--- config.mk ---
export PLATFORM = sky130hd
export DESIGN_NAME = escape_stuffed_two_level_deframer_core
export DESIGN_NICKNAME = d
export VERILOG_FILES = /design/src/rtl/esd_pkg.sv /design/src/rtl/esd_decode.sv /design/src/rtl/esd_outq.sv /design/src/rtl/escape_stuffed_two_level_deframer_core.sv
export SDC_FILE = /design/constraint.sdc
export NUM_CORES = 1
export LEC_CHECK = 0
export BUFFER_PORTS_ARGS = -buffer_cell sky130_fd_sc_hd__buf_2
export CORE_UTILIZATION = 50
export DETAILED_ROUTE_END_ITERATION = 8
export GPL_TIMING_DRIVEN = 0
export PLACE_DENSITY = 0.78
export SLEW_MARGIN = 20
export SYNTH_ARGS = -nofsm -noshare
export SYNTH_HDL_FRONTEND = slang
export SYNTH_SLANG_ARGS = --single-unit
--- constraint.sdc ---
create_clock -name clk -period 2.9 [get_ports clk]
set_clock_uncertainty 0.1 [all_clocks]
set_input_delay 0 -clock clk [delete_from_list [all_inputs] [get_ports clk]]
set_output_delay 0 -clock clk [all_outputs]
set_load 0.02 [all_outputs]
--- src/rtl/esd_pkg.sv ---
// Shared types and constants for the escape-stuffed deframer.
// Used by esd_decode, esd_outq and escape_stuffed_two_level_deframer_core.
`default_nettype none

package esd_pkg;

  // Result kinds
  typedef enum logic [1:0] {
    KIND_DATA       = 2'd0,
    KIND_FRAG_START = 2'd1,
    KIND_FORM_END   = 2'd2,
    KIND_FRAG_END   = 2'd3
  } kind_t;

  // Register indexes (paddr[3:2])
  localparam logic [1:0] REG_ESCAPE    = 2'd0;
  localparam logic [1:0] REG_FRAG_DLM  = 2'd1;
  localparam logic [1:0] REG_FORM_DLM  = 2'd2;

  localparam logic [7:0] ESCAPE_RST   = 8'd10;   // newline
  localparam logic [7:0] FRAG_DLM_RST = 8'd126;  // tilde
  localparam logic [7:0] FORM_DLM_RST = 8'd91;   // open bracket

  // Output queue geometry
  localparam int unsigned QDEPTH = 4;
  localparam int unsigned QAW    = $clog2(QDEPTH);

  typedef struct packed {
    logic [7:0] escape_char;
    logic [7:0] fragment_delim;
    logic [7:0] form_delim;
  } cfg_t;

  typedef struct packed {
    logic escape_pending;
    logic in_fragment;
    logic form_just_closed;
  } dstate_t;

  typedef struct packed {
    kind_t      kind;
    logic [7:0] data;
    logic       completed;
    logic       last;
  } result_t;

endpackage

`default_nettype wire

--- src/rtl/esd_decode.sv ---
// Per-byte destuffing decision: results (0..2) and next deframer state.
// Depends on esd_pkg.
`default_nettype none

module esd_decode (
  input  wire logic [7:0]       in_byte,
  input  wire esd_pkg::cfg_t    cfg,
  input  wire esd_pkg::dstate_t cur,
  output esd_pkg::dstate_t      nxt,
  output logic [1:0]            push_n,
  output esd_pkg::result_t      res0,
  output esd_pkg::result_t      res1
);
  import esd_pkg::*;

  logic is_esc, is_frag, is_form;

  assign is_esc  = (in_byte == cfg.escape_char);
  assign is_frag = (in_byte == cfg.fragment_delim);
  assign is_form = (in_byte == cfg.form_delim);

  always_comb begin
    nxt    = cur;
    push_n = 2'd0;
    res0   = '{kind: KIND_DATA, data: in_byte, completed: 1'b0, last: 1'b1};
    res1   = '{kind: KIND_DATA, data: in_byte, completed: 1'b0, last: 1'b1};

    if (cur.escape_pending) begin
      nxt.escape_pending = 1'b0;
      if (cur.in_fragment) begin
        nxt.form_just_closed = 1'b0;
        if (is_esc || is_frag || is_form) begin
          push_n = 2'd1;
        end else begin
          // escape not followed by a special byte: both go out as data
          push_n    = 2'd2;
          res0.data = cfg.escape_char;
          res0.last = 1'b0;
        end
      end
    end else if (is_esc) begin
      nxt.escape_pending = 1'b1;
    end else if (is_frag) begin
      push_n               = 2'd1;
      res0.data            = 8'd0;
      nxt.in_fragment      = ~cur.in_fragment;
      nxt.form_just_closed = 1'b0;
      if (cur.in_fragment) begin
        res0.kind      = KIND_FRAG_END;
        res0.completed = cur.form_just_closed;
      end else begin
        res0.kind = KIND_FRAG_START;
      end
    end else if (is_form) begin
      if (cur.in_fragment) begin
        push_n               = 2'd1;
        res0.kind            = KIND_FORM_END;
        res0.data            = 8'd0;
        nxt.form_just_closed = 1'b1;
      end
    end else if (cur.in_fragment) begin
      push_n               = 2'd1;
      nxt.form_just_closed = 1'b0;
    end
  end

endmodule

`default_nettype wire

--- src/rtl/esd_outq.sv ---
// Small result queue: takes up to two results per cycle, hands out one.
// Depends on esd_pkg.
`default_nettype none

module esd_outq (
  input  wire logic             clk,
  input  wire logic             rst_n,
  input  wire logic [1:0]       push_n,
  input  wire esd_pkg::result_t res0,
  input  wire esd_pkg::result_t res1,
  output logic                  room2,
  output logic                  out_valid,
  input  wire logic             out_ready,
  output esd_pkg::result_t      head
);
  import esd_pkg::*;

  result_t          q_r [QDEPTH];
  logic [QAW-1:0]   wp_r, wp_nxt;
  logic [QAW-1:0]   rp_r, rp_nxt;
  logic [QAW:0]     cnt_r, cnt_nxt;
  logic             pop;

  assign out_valid = (cnt_r != '0);
  assign head      = q_r[rp_r];
  assign pop       = out_valid && out_ready;
  // two free slots needed before taking a byte
  assign room2     = (cnt_r <= (QAW+1)'(QDEPTH - 2));

  always_comb begin
    wp_nxt  = wp_r + QAW'(push_n);
    rp_nxt  = rp_r + QAW'(pop);
    cnt_nxt = cnt_r + (QAW+1)'(push_n) - (QAW+1)'(pop);
  end

  always_ff @(posedge clk) begin
    if (!rst_n) begin
      wp_r  <= '0;
      rp_r  <= '0;
      cnt_r <= '0;
    end else begin
      wp_r  <= wp_nxt;
      rp_r  <= rp_nxt;
      cnt_r <= cnt_nxt;
    end
  end

  always_ff @(posedge clk) begin
    if (push_n != 2'd0) begin
      q_r[wp_r] <= res0;
    end
    if (push_n == 2'd2) begin
      q_r[wp_r + QAW'(1)] <= res1;
    end
  end

`ifndef SYNTHESIS
  a_cnt_bound: assert property (@(posedge clk) disable iff (!rst_n)
    cnt_r <= (QAW+1)'(QDEPTH))
    else $error("result queue overfilled");

  a_push_room: assert property (@(posedge clk) disable iff (!rst_n)
    (push_n != 2'd0) |-> room2)
    else $error("push without room");

  a_push_code: assert property (@(posedge clk) disable iff (!rst_n)
    push_n != 2'd3)
    else $error("more than two results pushed");
`endif

endmodule

`default_nettype wire

--- src/rtl/escape_stuffed_two_level_deframer_core.sv ---
// Escape-stuffed deframer with fragment and form delimiters.
// Results are registered in the result queue and handed out in order behind those already queued.
// One byte per cycle while in_ready is high; a byte's two results are handed out in turn.
// in_ready drops only while the 4-entry result queue holds more than two results.
// Reset (rst_n low, synchronous): registers to defaults, deframer state cleared, queue empty.
// Depends on esd_pkg, esd_decode, esd_outq.
`default_nettype none

module escape_stuffed_two_level_deframer_core (
  input  wire logic        clk,
  input  wire logic        rst_n,
  // input byte stream
  input  wire logic        in_valid,
  output logic             in_ready,
  input  wire logic [7:0]  in_byte,
  // result stream
  output logic             out_valid,
  input  wire logic        out_ready,
  output logic [1:0]       out_kind,
  output logic [7:0]       out_byte,
  output logic             out_last_form_completed,
  output logic             out_last_of_run,
  // APB-style register port
  input  wire logic        psel,
  input  wire logic        penable,
  input  wire logic        pwrite,
  input  wire logic [3:0]  paddr,
  input  wire logic [31:0] pwdata,
  output logic [31:0]      prdata,
  output logic             pready
);
  import esd_pkg::*;

  cfg_t    cfg_r;
  dstate_t st_r, st_dec;
  dstate_t st_nxt;
  logic    in_fire;
  logic    room2;
  logic    cfg_wr;
  logic [1:0] dec_n, push_n;
  result_t res0, res1, head;

  // ---------------- register port ----------------
  // No wait states; write lands on the access phase.
  assign pready = 1'b1;
  assign cfg_wr = psel && penable && pwrite;

  always_ff @(posedge clk) begin
    if (!rst_n) begin
      cfg_r.escape_char    <= ESCAPE_RST;
      cfg_r.fragment_delim <= FRAG_DLM_RST;
      cfg_r.form_delim     <= FORM_DLM_RST;
    end else if (cfg_wr) begin
      case (paddr[3:2])
        REG_ESCAPE:   cfg_r.escape_char    <= pwdata[7:0];
        REG_FRAG_DLM: cfg_r.fragment_delim <= pwdata[7:0];
        REG_FORM_DLM: cfg_r.form_delim     <= pwdata[7:0];
        default: ;  // unmapped slot, write dropped
      endcase
    end
  end

  always_comb begin
    case (paddr[3:2])
      REG_ESCAPE:   prdata = {24'd0, cfg_r.escape_char};
      REG_FRAG_DLM: prdata = {24'd0, cfg_r.fragment_delim};
      REG_FORM_DLM: prdata = {24'd0, cfg_r.form_delim};
      default:      prdata = 32'd0;
    endcase
  end

  // ---------------- byte decode ----------------
  // Decision is made on the incoming byte and the current state in one pass;
  // the results are written straight into the result queue.
  assign in_ready = room2;
  assign in_fire  = in_valid && in_ready;

  esd_decode u_decode (
    .in_byte (in_byte),
    .cfg     (cfg_r),
    .cur     (st_r),
    .nxt     (st_dec),
    .push_n  (dec_n),
    .res0    (res0),
    .res1    (res1)
  );

  assign st_nxt = in_fire ? st_dec : st_r;
  assign push_n = in_fire ? dec_n : 2'd0;

  always_ff @(posedge clk) begin
    if (!rst_n) begin
      st_r <= '0;
    end else begin
      st_r <= st_nxt;
    end
  end

  // ---------------- result queue ----------------
  esd_outq u_outq (
    .clk       (clk),
    .rst_n     (rst_n),
    .push_n    (push_n),
    .res0      (res0),
    .res1      (res1),
    .room2     (room2),
    .out_valid (out_valid),
    .out_ready (out_ready),
    .head      (head)
  );

  assign out_kind                = head.kind;
  assign out_byte                = head.data;
  assign out_last_form_completed = head.completed;
  assign out_last_of_run         = head.last;

`ifndef SYNTHESIS
  // completed flag belongs to fragment end only
  a_completed_kind: assert property (@(posedge clk) disable iff (!rst_n)
    (out_valid && (out_kind != KIND_FRAG_END)) |-> !out_last_form_completed)
    else $error("completed flag on non fragment-end result");

  // delimiter reports are always the only result of their byte
  a_delim_single: assert property (@(posedge clk) disable iff (!rst_n)
    (out_valid && ((out_kind == KIND_FRAG_START) || (out_kind == KIND_FORM_END) ||
                   (out_kind == KIND_FRAG_END))) |-> out_last_of_run)
    else $error("delimiter report not last of run");

  // bare fragment delimiter flips fragment state
  a_frag_toggle: assert property (@(posedge clk) disable iff (!rst_n)
    (in_fire && !st_r.escape_pending && (in_byte == cfg_r.fragment_delim) &&
     (in_byte != cfg_r.escape_char)) |=> (st_r.in_fragment != $past(st_r.in_fragment)))
    else $error("fragment delimiter did not toggle state");

  // escape pending never survives a taken byte
  a_esc_clear: assert property (@(posedge clk) disable iff (!rst_n)
    (in_fire && st_r.escape_pending) |=> !st_r.escape_pending)
    else $error("escape left pending");
`endif

endmodule

`default_nettype wire

Word-level counts from Yosys, hierarchy flattened
Memory sizes are Yosys's and may differ from the RTL's. A register that Yosys moved wholly into a read port is not among the register bits.
Index checks and enable logic that the tools add are counted.
{ "word_totals": {"reg_bits": 34, "latch_bits": 0, "ramBits": 48, "rom_bits": 0, "inputBits": 51, "output_inout_bits": 47, "word_cells": 77, "mem_count": 1} }
{ "mem_list": {"columns": ["name", "depth", "word_bits", "read_ports", "rd_ports_with_merged_regs", "wr", "line", "source"], "rows": [
  ["u_outq.q_r", 4, 12, 1, 1, 2, "esd_outq.sv:18", "result_t q_r [QDEPTH];"]
]} }
{ "classes": {"n_addsub": 5, "mul": 0, "n_div": 0, "n_lt_le_gt_ge": 1, "n_eq_ne": 8, "shift": 0, "mux": 36, "bitwise": 3, "n_reduce_logical": 14} }
{ "op_table": {"columns": ["operator", "count"], "rows": [
  ["$mux 10", 3],
  ["$eq 8x8->1", 3],
  ["$mux 8", 3],
  ["$pmux 8 s3", 1],
  ["$mux 1", 20],
  ["$mux 2", 8],
  ["$mux 11", 1],
  ["$reduce_and 2->1", 3],
  ["$eq 2x2->1 const B", 2],
  ["$logic_and 1x1->1", 4],
  ["$ne 4x3->1 const B", 1],
  ["$reduce_and 4->1", 1],
  ["$add 3x2->3", 1],
  ["$le 3x2->1 const B", 1],
  ["$not 1->1", 3],
  ["$reduce_and 3->1", 1],
  ["$reduce_bool 3->1", 1],
  ["$sub 3x1->3", 1],
  ["$add 2x1->2", 1],
  ["$add 2x1->2 const B", 1],
  ["$add 2x2->2", 1],
  ["$eq 2x1->1 const B", 1],
  ["$logic_not 2->1", 1],
  ["$logic_or 1x1->1", 2],
  ["other kinds (2)", 2]
]} }

Longest topological paths before layout
Gate-level depths: netlist of the first run.
{ "depth": {"word_depth": 10, "mapped_depth": 14} }

Hierarchy
Synthesis of the first run repeated with hierarchy kept, for this count alone.
{ "unflattened": {"cells_unflattened": 416, "hier_area_um2": 5061.1} }
{ "by_module_without_submodules": {"columns": ["module", "instances", "cells_per_inst", "area_each_um2", "seq_area_each_um2"], "rows": [
  ["esd_outq", 1, 161, 2929.1, 1581.5],
  ["escape_stuffed_two_level_deframer_core", 1, 173, 1495.2, 540.5],
  ["esd_decode", 1, 82, 636.9, 0.0]
]} }

Worst setup path before layout of the first run
No wires, ideal clock.
{ "synth_path": {"path_type": "register to register", "startpoint": "register cfg_r[11] (netlist bit)", "endpoint": "register u_outq.cnt_r[2]", "setup_ns": 0.115, "arrival_ns": 2.510, "required_ns": 2.685, "path_slack_ns": 0.175, "path_stages_with_launch": 14, "n_path_buf": 2, "synth_period_minus_slack_ns": 2.725, "cell_sequence": "dfxtp_1 -> xnor2_1 -> nand4_1 -> nor2_2 -> buf_4 -> nor3_4 -> buf_4 -> nand2_1 -> ha_1 -> inv_1 -> fa_1 -> xnor2_1 -> xnor2_1 -> and2_1"} }
{ "synth_via": {"elab_chain_len": 9, "elab_cells_between_ends": 11, "cone_classes": "add/sub (2); eq/ne (1); mux (6); reduce/logical (2)"} }
{ "synth_rtl": {"columns": ["element", "line", "source"], "rows": [
  ["start: declaration", "escape_stuffed_two_level_deframer_core.sv:34", "cfg_t cfg_r;"],
  ["$eq 8x8->1 (*)", "esd_decode.sv:19", "assign is_frag = (in_byte == cfg.fragment_delim);"],
  ["$logic_or 1x1->1 (2 in a row)", "esd_decode.sv:32", "if (is_esc || is_frag || is_form) begin"],
  ["$mux 2", "esd_decode.sv:32", null],
  ["$mux 2", "esd_decode.sv:30", "if (cur.in_fragment) begin"],
  ["$mux 2 (*)", "esd_decode.sv:28", "if (cur.escape_pending) begin"],
  ["$mux 2 (*)", "escape_stuffed_two_level_deframer_core.sv:89", "assign push_n = in_fire ? dec_n : 2'd0;"],
  ["$add 3x2->3 (*)", "esd_outq.sv:33", "cnt_nxt = cnt_r + (QAW+1)'(push_n) - (QAW+1)'(pop);"],
  ["$sub 3x1->3 (*)", "esd_outq.sv:33", null],
  ["end signal: assignment", "esd_outq.sv:44", "cnt_r <= cnt_nxt;"],
  ["end: declaration", "esd_outq.sv:21", "logic [QAW:0] cnt_r, cnt_nxt;"]
]} }
Every way passes the cells marked *; elsewhere a longest branch is shown, timed or not.
A chain may end at the register's enable or synchronous reset.

Worst setup path in the final report of the first run
{ "layout_path": {"startpoint": "register cfg_r[16] (netlist bit)", "endpoint": "register u_outq.cnt_r[2]"} }
{ "layout_via": {"elab_chain_len": 9, "elab_cells_between_ends": 10, "cone_classes": "add/sub (2); eq/ne (1); mux (5); reduce/logical (2)"} }
{ "layout_rtl": {"columns": ["element", "line", "source"], "rows": [
  ["$eq 8x8->1 (*)", "esd_decode.sv:18", "assign is_esc = (in_byte == cfg.escape_char);"],
  ["$logic_or 1x1->1 (2 in a row)", "esd_decode.sv:32", null],
  ["$mux 2", "esd_decode.sv:32", null],
  ["$mux 2", "esd_decode.sv:30", null],
  ["$mux 2 (*)", "esd_decode.sv:28", null],
  ["$mux 2 (*)", "escape_stuffed_two_level_deframer_core.sv:89", null],
  ["$add 3x2->3 (*)", "esd_outq.sv:33", null],
  ["$sub 3x1->3 (*)", "esd_outq.sv:33", null]
]} }
Marks and branches as above.

==> results of run 1 <==
cell usage after synthesis (12+ instances only):
cell type,count
sky130_fd_sc_hd__buf_4,35
sky130_fd_sc_hd__o21ai_1,32
sky130_fd_sc_hd__xnor2_1,24
sky130_fd_sc_hd__nand3_1,26
sky130_fd_sc_hd__mux2i_1,24
sky130_fd_sc_hd__edfxtp_1,32
sky130_fd_sc_hd__a32oi_1,32
sky130_fd_sc_hd__nand2_1,72
sky130_fd_sc_hd__buf_2,12
sky130_fd_sc_hd__mux4_2,12
sky130_fd_sc_hd__nor2_1,15
sky130_fd_sc_hd__dfxtp_1,50
sky130_fd_sc_hd__clkbuf_1,12
sequential cells by signal, summed over array words and instances, names as in the netlist:
signal	cells
u_outq.q_r	48
cfg_r	24
st_r	3
u_outq.cnt_r	3
u_outq.rp_r	2
u_outq.wp_r	2
worst max-delay path: cells and delay by family (launching register included):
kind	cells	cell delay [ps]
buffers and inverters	2	400
adders and majority gates	2	650
DFF	1	300
xor gates and xnor gates	3	470
AOI/OAI and AO/OA	1	60
and+or+nand+nor	4	720
worst min path at each step:
stage                             endpoint
after floorplan                   cfg_r[0]
after global placement            cfg_r[3]
after detailed placement          cfg_r[0]
after CTS                 u_outq.q_r[2][6]
after global routing      u_outq.q_r[3][6]
final                       u_outq.rp_r[0]
power by group through the flow:
stage               sequential (W)  clock (W)  combinational, W
finish                     0.00126   0.000691          0.000808
global route               0.00127   0.000740          0.000882
CTS                        0.00126   0.000699          0.000565
detailed placement         0.00129          0          0.000550
floorplan                  0.00128          0          0.000430
global placement           0.00128          0          0.000539
area by class of cell:
cell class | instances | area [um^2]
clock buffers | 11 | 131.4
inverters | 7 | 26.28
clock inverters | 5 | 21.27
multi-input cells | 364 | 2595
plain buffers | 72 | 504.2
well taps | 129 | 161.4
flip-flops and latches | 82 | 1962
fillers | 790 | 3613
repair buffers | 65 | 400.4
placed cells by master, fill, tap and decap left out, types with 2 or more instances in the layout:
cell type	count
sky130_fd_sc_hd__a21boi_0	5
sky130_fd_sc_hd__a21oi_1	6
sky130_fd_sc_hd__a32oi_1	32
sky130_fd_sc_hd__and2_1	10
sky130_fd_sc_hd__buf_2	59
sky130_fd_sc_hd__buf_4	41
sky130_fd_sc_hd__buf_6	12
sky130_fd_sc_hd__clkbuf_1	13
sky130_fd_sc_hd__clkbuf_2	3
sky130_fd_sc_hd__clkbuf_8	9
sky130_fd_sc_hd__clkinv_1	3
sky130_fd_sc_hd__clkinv_2	2
sky130_fd_sc_hd__conb_1	25
sky130_fd_sc_hd__dfxtp_1	50
sky130_fd_sc_hd__dlygate4sd3_1	11
sky130_fd_sc_hd__edfxtp_1	32
sky130_fd_sc_hd__ha_1	5
sky130_fd_sc_hd__inv_1	7
sky130_fd_sc_hd__mux2i_1	24
sky130_fd_sc_hd__mux4_2	12
sky130_fd_sc_hd__nand2_1	72
sky130_fd_sc_hd__nand2b_1	4
sky130_fd_sc_hd__nand3_1	26
sky130_fd_sc_hd__nand3b_1	2
sky130_fd_sc_hd__nand4_1	8
sky130_fd_sc_hd__nor2_1	15
sky130_fd_sc_hd__nor2_4	2
sky130_fd_sc_hd__nor2b_1	8
sky130_fd_sc_hd__nor3_1	5
sky130_fd_sc_hd__nor3_4	6
sky130_fd_sc_hd__nor4_2	4
sky130_fd_sc_hd__o21ai_0	8
sky130_fd_sc_hd__o21ai_1	32
sky130_fd_sc_hd__o21bai_1	2
sky130_fd_sc_hd__or2_1	5
sky130_fd_sc_hd__or3_1	3
sky130_fd_sc_hd__xnor2_1	21
sky130_fd_sc_hd__xnor2_2	6
sky130_fd_sc_hd__xor2_1	2
per-stage QoR:
| stage | power, W | setup TNS, ps |
|---|---|---|
| 6_report | 0.002758 | 0 |
| 5_1_grt | 0.002890 | -35.74 |
| 4_1_cts | 0.002524 | 0 |
| 3_5_place_dp | 0.001836 | -147.3 |
| 3_3_place_gp | 0.001823 | -112.0 |
| 2_1_floorplan | 0.001708 | 0 |
metal layers:
layer | wire, um | up-vias | share of wire | track usage
met4 | 257 | 0 | 0.021 | 0.07915
met2 | 5817 | 208 | 0.47 | 0.3981
met1 | 5363 | 1898 | 0.43 | 0.3260
met5 | 0 | - | 0 | 0
li1 | - | 1951 | - | -
met3 | 904 | 32 | 0.073 | 0.05245
what timing repair did:
action | CTS | global route
endpoints found under the hold margin | 26 | 0
setup buffers | 4 | 4
pin swaps | 4 | 4
gates cloned | 0 | 0
hold buffers | 11 | 0
resized for setup | 1 | 8
setup endpoints to repair | 1 | 2
kinds of logic (layout without fill, tap and decap cells):
logic type                 Yosys count  in the layout  synth area share
DFF                                 82             82            0.3959
xor gates and xnor gates            29             29           0.05579
muxes                               36             36            0.1030
other                                2             25          0.001515
and+or+nand+nor                    175            175            0.1914
AOI/OAI and AO/OA                   93             93            0.1295
buffers and inverters               80            160            0.1063
adders and majority gates            6              6           0.01666
==> flow_metrics.env, run 1 <==
export IMPL_max_freq_mhz=355.7
export IMPL_critical_path_startpoint_type="flip-flop"
export IMPL_stdcell_count=735
export IMPL_cts_made_buffers=9
export IMPL_port_buffers=46
export IMPL_grt_overflow_total=0
export IMPL_synthesis_area_per_instance_um2=9.853
export IMPL_grt_start_max_net_pins=13
export IMPL_yosys_warnings=0
export IMPL_core_rowCount=35
export IMPL_first_global_vias=3810
export IMPL_post_dp_hpwl_um=8896
export IMPL_crit_reg2reg_capture="u_outq.cnt_r[2]"
export IMPL_pwr_share_comb=0.293
export IMPL_num_vias=4089
export IMPL_first_pass_grt_wire_length_um=19220
export IMPL_fin_hold_ws_ps=40.92
export IMPL_placeableCoreArea_mm2=0.009415
export IMPL_sequential_cell_area_fraction_in_the_yosys_report=0.3959
export IMPL_synth_top_area_frac=0.2020
export IMPL_top_ff_cell_synth="sky130_fd_sc_hd__dfxtp_1"
export IMPL_cp_slowest_stage_delay_ps=410
export IMPL_synth_cell_area_mm2=0.004956
export IMPL_antenna_diode_count=0
export IMPL_synth_enable_flop_cells=32
export IMPL_die_area_mm2=0.01031
export IMPL_period_share=0.9693
export IMPL_totalWireLength_um=12340
export IMPL_ctsLongestPathBuffers=2
export IMPL_setup_viol=0
export IMPL_yosys_top_cells_area="sky130_fd_sc_hd__dfxtp_1 20%, sky130_fd_sc_hd__edfxtp_1 19%, sky130_fd_sc_hd__a32oi_1 5.7%"
export IMPL_clock_sinks=82
export IMPL_power_per_cell_area_mw_per_mm2=475.3
export IMPL_startpoint="cfg_r[16]"
export IMPL_utilization=0.6162
export IMPL_post_synth_top_area_cell="sky130_fd_sc_hd__dfxtp_1"
export IMPL_tritoncts_clock_tree="built"
export IMPL_initial_utilization=0.5264
export IMPL_power_report_internal_total_w=0.001904
export IMPL_synth_seq_cells=82
export IMPL_worstSetupEndpoint="u_outq.cnt_r[2]"
export IMPL_clkPwrFrac=0.251
export IMPL_gpl_final_weighted_congestion=0.9099
export IMPL_dr_pass1_iters=5
export IMPL_cpMostUsedCell="sky130_fd_sc_hd__xnor2_2"
export IMPL_tightest_slew_ps=978.6
export IMPL_detail_route_vias_per_cell=5.563
export IMPL_detail_route_iter0_violations=285
export IMPL_worst_skew_pair_late_latency_ps=350
export IMPL_finalHoldViolCount=0
export IMPL_h_tree_depth=3
export IMPL_worstPathMaxFanout=7
export IMPL_cts_root_buf="sky130_fd_sc_hd__clkbuf_8"
export IMPL_sw_frac_of_total=0.3097
export IMPL_final_net_count=658
export IMPL_timing_critical_path_cells="clkbuf_2 > xnor2_2 > nand4_1 > buf_4 > nor3_4 > or3_1 > a31oi_2 > ha_1 > fa_1 > xnor2_2 > xnor2_1 > and2_1"
export IMPL_critical_path_class="reg2reg"
export IMPL_drive_above_1_share=0.2690
export IMPL_post_route_standard_cell_area_excluding_fillers_mm2=0.005802
export IMPL_ir_drop_mv=0.2795
export IMPL_arrival_time_at_the_worst_endpoint_ps=2960
export IMPL_clk_slew_on_worst_s_h_paths_ps=80
export IMPL_slew_limit_headroom=0.3462
export IMPL_worstHoldPathCells=4
export IMPL_synth_async_reset_ratio=0
export IMPL_antenna_violating_nets_post_route=0
export IMPL_die_height_um=101.6
export IMPL_ios=98
export IMPL_crit_path_top_delay_cell="sky130_fd_sc_hd__fa_1"
export IMPL_area_growth_syn_to_layout_pct=17.07
export IMPL_rrSetupSlack_ps=90
export IMPL_drcViolationCount=0
export IMPL_share_seq_of_total_power=0.456
export IMPL_timing_final_ws_setup_ps=88.96
export IMPL_reg2reg_from="cfg_r[16]"
export IMPL_final_max_slew_viol_count=0
export IMPL_timing_reg2reg_worst_path_depth=12
export IMPL_numPlacedInstances=701
export IMPL_grt_antenna_before_repair=0
export IMPL_die_w_um=101.6
export IMPL_total_net_switching_power_w=0.0008540
export IMPL_synth_cell_types=50
export IMPL_grt_use_total=0.2450
export IMPL_fin_crit_ps=2811
export IMPL_outcome="finished, final reports clean"
export IMPL_leakage_nw=2.210
export IMPL_dp_worst_setup_slack_ps=-147.3
export IMPL_setup_worst_path_end_class="flip-flop"
export IMPL_hold_start="out_ready"
export IMPL_worst_path_required_time_ps=3050
export IMPL_timing_hold_worst_class="in2reg"
export IMPL_postSynthCellCount=503
export IMPL_placed_area_mm2=0.005434
export IMPL_max_cap_violations=0
export IMPL_avgRoutedWirePerCell_um=16.79
(Power assumes the default switching activity.)
==> run 2: changes to the inputs <==
--- a/config.mk
+++ b/config.mk
@@ -10,6 +10,7 @@
 export DETAILED_ROUTE_END_ITERATION = 8
 export GPL_TIMING_DRIVEN = 0
 export PLACE_DENSITY = 0.78
+export RECOVER_POWER = 25
 export SLEW_MARGIN = 20
 export SYNTH_ARGS = -nofsm -noshare
 export SYNTH_HDL_FRONTEND = slang
==> run 2 against run 1 <==
  * The run now ends with capacitance limit, slew limit left
  * Worst hold slack lost 5.5 ps
  * Non-clock buffer count is the same
  * Clock power is essentially flat
  * Via count grew 1.1%
  * Global-route usage is the same
  * Flip-flop and latch count is the same
  * Sequential power is essentially flat
  * Critical path type unchanged
  * Largest cell class unchanged
==> flow_metrics.env, run 2 (same netlist as run 1, synthesis figures left out) <==
export IMPL_post_dp_hpwl_um=8896
export IMPL_totalWireLength_um=12290
export IMPL_tritoncts_clock_tree="built"
export IMPL_tightest_slew_ps=1621
export IMPL_cpMostUsedCell="sky130_fd_sc_hd__xnor2_2"
export IMPL_worstPathMaxFanout=7
export IMPL_first_global_vias=3810
export IMPL_ios=98
export IMPL_die_area_mm2=0.01031
export IMPL_fin_hold_ws_ps=35.39
export IMPL_drcViolationCount=0
export IMPL_ir_drop_mv=0.2806
export IMPL_largest_reg_flops=48
export IMPL_power_per_cell_area_mw_per_mm2=476.4
export IMPL_grt_overflow_total=0
export IMPL_crit_path_top_delay_cell="sky130_fd_sc_hd__fa_1"
export IMPL_h_tree_depth=3
export IMPL_detail_route_iter0_violations=296
export IMPL_leakage_nw=2.166
export IMPL_clk_slew_on_worst_s_h_paths_ps=80
export IMPL_setup_worst_path_end_class="flip-flop"
export IMPL_die_height_um=101.6
export IMPL_violations="capacitance limit, slew limit"
export IMPL_grt_antenna_before_repair=0
export IMPL_detail_route_vias_per_cell=5.627
export IMPL_antenna_violating_nets_post_route=0
export IMPL_utilization=0.6140
export IMPL_stdcell_count=735
export IMPL_cts_root_buf="sky130_fd_sc_hd__clkbuf_8"
export IMPL_avgRoutedWirePerCell_um=16.73
export IMPL_critical_path_startpoint_type="flip-flop"
export IMPL_largest_register="u_outq.q_r"
export IMPL_max_cap_violations=1
export IMPL_numPlacedInstances=701
export IMPL_timing_hold_worst_class="in2reg"
export IMPL_placeableCoreArea_mm2=0.009415
export IMPL_critical_path_class="reg2reg"
export IMPL_timing_final_ws_setup_ps=69.88
export IMPL_worst_skew_pair_late_latency_ps=350
export IMPL_grt_start_max_net_pins=13
export IMPL_max_freq_mhz=353.3
export IMPL_fin_crit_ps=2830
export IMPL_area_growth_syn_to_layout_pct=16.64
export IMPL_cp_slowest_stage_delay_ps=410
export IMPL_port_buffers=46
export IMPL_drive_above_1_share=0.2459
export IMPL_commonest_non_fill_non_tap_cells_in_the_layout="72 x sky130_fd_sc_hd__nand2_1, 50 x sky130_fd_sc_hd__dfxtp_1, 46 x sky130_fd_sc_hd__buf_2"
export IMPL_antenna_diode_count=0
export IMPL_num_vias=4136
export IMPL_clock_sinks=82
export IMPL_slew_limit_headroom=-0.08887
export IMPL_timing_critical_path_cells="clkbuf_2 > xnor2_2 > nand4_1 > buf_4 > nor3_4 > or3_1 > a31oi_2 > ha_1 > fa_1 > xnor2_2 > xnor2_1 > and2_1"
export IMPL_ctsLongestPathBuffers=2
export IMPL_sum_of_negative_setup_slack_ps=0
export IMPL_initial_utilization=0.5264
export IMPL_dr_pass1_iters=8
export IMPL_first_pass_grt_wire_length_um=19220
export IMPL_cts_made_buffers=9
export IMPL_grt_use_total=0.2450
export IMPL_setup_viol=0
export IMPL_reg_largest_list="u_outq.q_r x48, cfg_r x24"
export IMPL_period_share=0.9759
export IMPL_outcome="finished with violations"
export IMPL_finalHoldViolCount=0
export IMPL_arrival_time_at_the_worst_endpoint_ps=2990
export IMPL_final_max_slew_viol_count=9
export IMPL_mostFrequentLayoutCell="sky130_fd_sc_hd__nand2_1"
export IMPL_final_net_count=658
export IMPL_gpl_final_weighted_congestion=0.9099
export IMPL_core_rowCount=35
export IMPL_dp_worst_setup_slack_ps=-147.3
export IMPL_worst_path_required_time_ps=3060
export IMPL_die_w_um=101.6
run 2: cell count changes in the layout (fill, tap and decap cells not counted), sizes merged:
cell	before	now
buf	112	99
clkbuf	25	38
run 2: power by group:
group,switching (W),internal [W]
clock network,0.000394,0.000300
registers,0.0000353,0.00122
logic,0.000429,0.000371
run 2: area by class of cell:
cell class,count,area (um^2)
Fill cell,798,3635
Multi-Input combinational cell,364,2590
Sequential cell,82,1962
Buffer,72,504.2
Timing Repair Buffer,65,384.1
Tap cell,129,161.4
Clock buffer,11,131.4
Inverter,7,26.28
Clock inverter,5,21.27
run 2: what timing repair did:
action	in CTS	in global routing
cloned	0	0
gates resized for setup	1	8
hold buffers	11	0
hold endpoints to repair	26	0
setup endpoints to repair	1	2
pin swaps	4	4
setup buffers	4	4
run 2: per-layer routing:
layer  wire length [um]  share of wire  GRT usage  vias up
li1                   -              -          -     1953
met1               5353           0.44     0.3260     1926
met2               5772           0.47     0.3981      236
met3                995          0.081    0.05245       21
met4                173          0.014    0.07915        0
met5                  0              0          0        -
run 2: final timing paths:
check	startpoint	end	slack, ps	depth (start not counted)
max	cfg_r[16]	u_outq.cnt_r[2]	70	12
min	in_byte[4]	u_outq.q_r[2][6]	40	4
max reg2reg	cfg_r[16]	u_outq.cnt_r[2]	70	12
min reg2reg	u_outq.q_r[0][10]	u_outq.q_r[0][10]	380	2
run 2: stage by stage:
step / power (W) / cell area (um^2)
5_1_grt: 0.002883 / 5781
3_5_place_dp: 0.001836 / 5434
3_3_place_gp: 0.001823 / 5434
4_1_cts: 0.002524 / 5734
2_1_floorplan: 0.001708 / 5042
6_report: 0.002754 / 5781
run 2: worst max-delay path: cells and delay by family (launching register included):
kind | cells | cell delay (ps)
simple gates | 4 | 730
fa+ha+maj | 2 | 650
xor+xnor | 3 | 470
buf+inv | 2 | 410
flops | 1 | 300
compound gates | 1 | 60
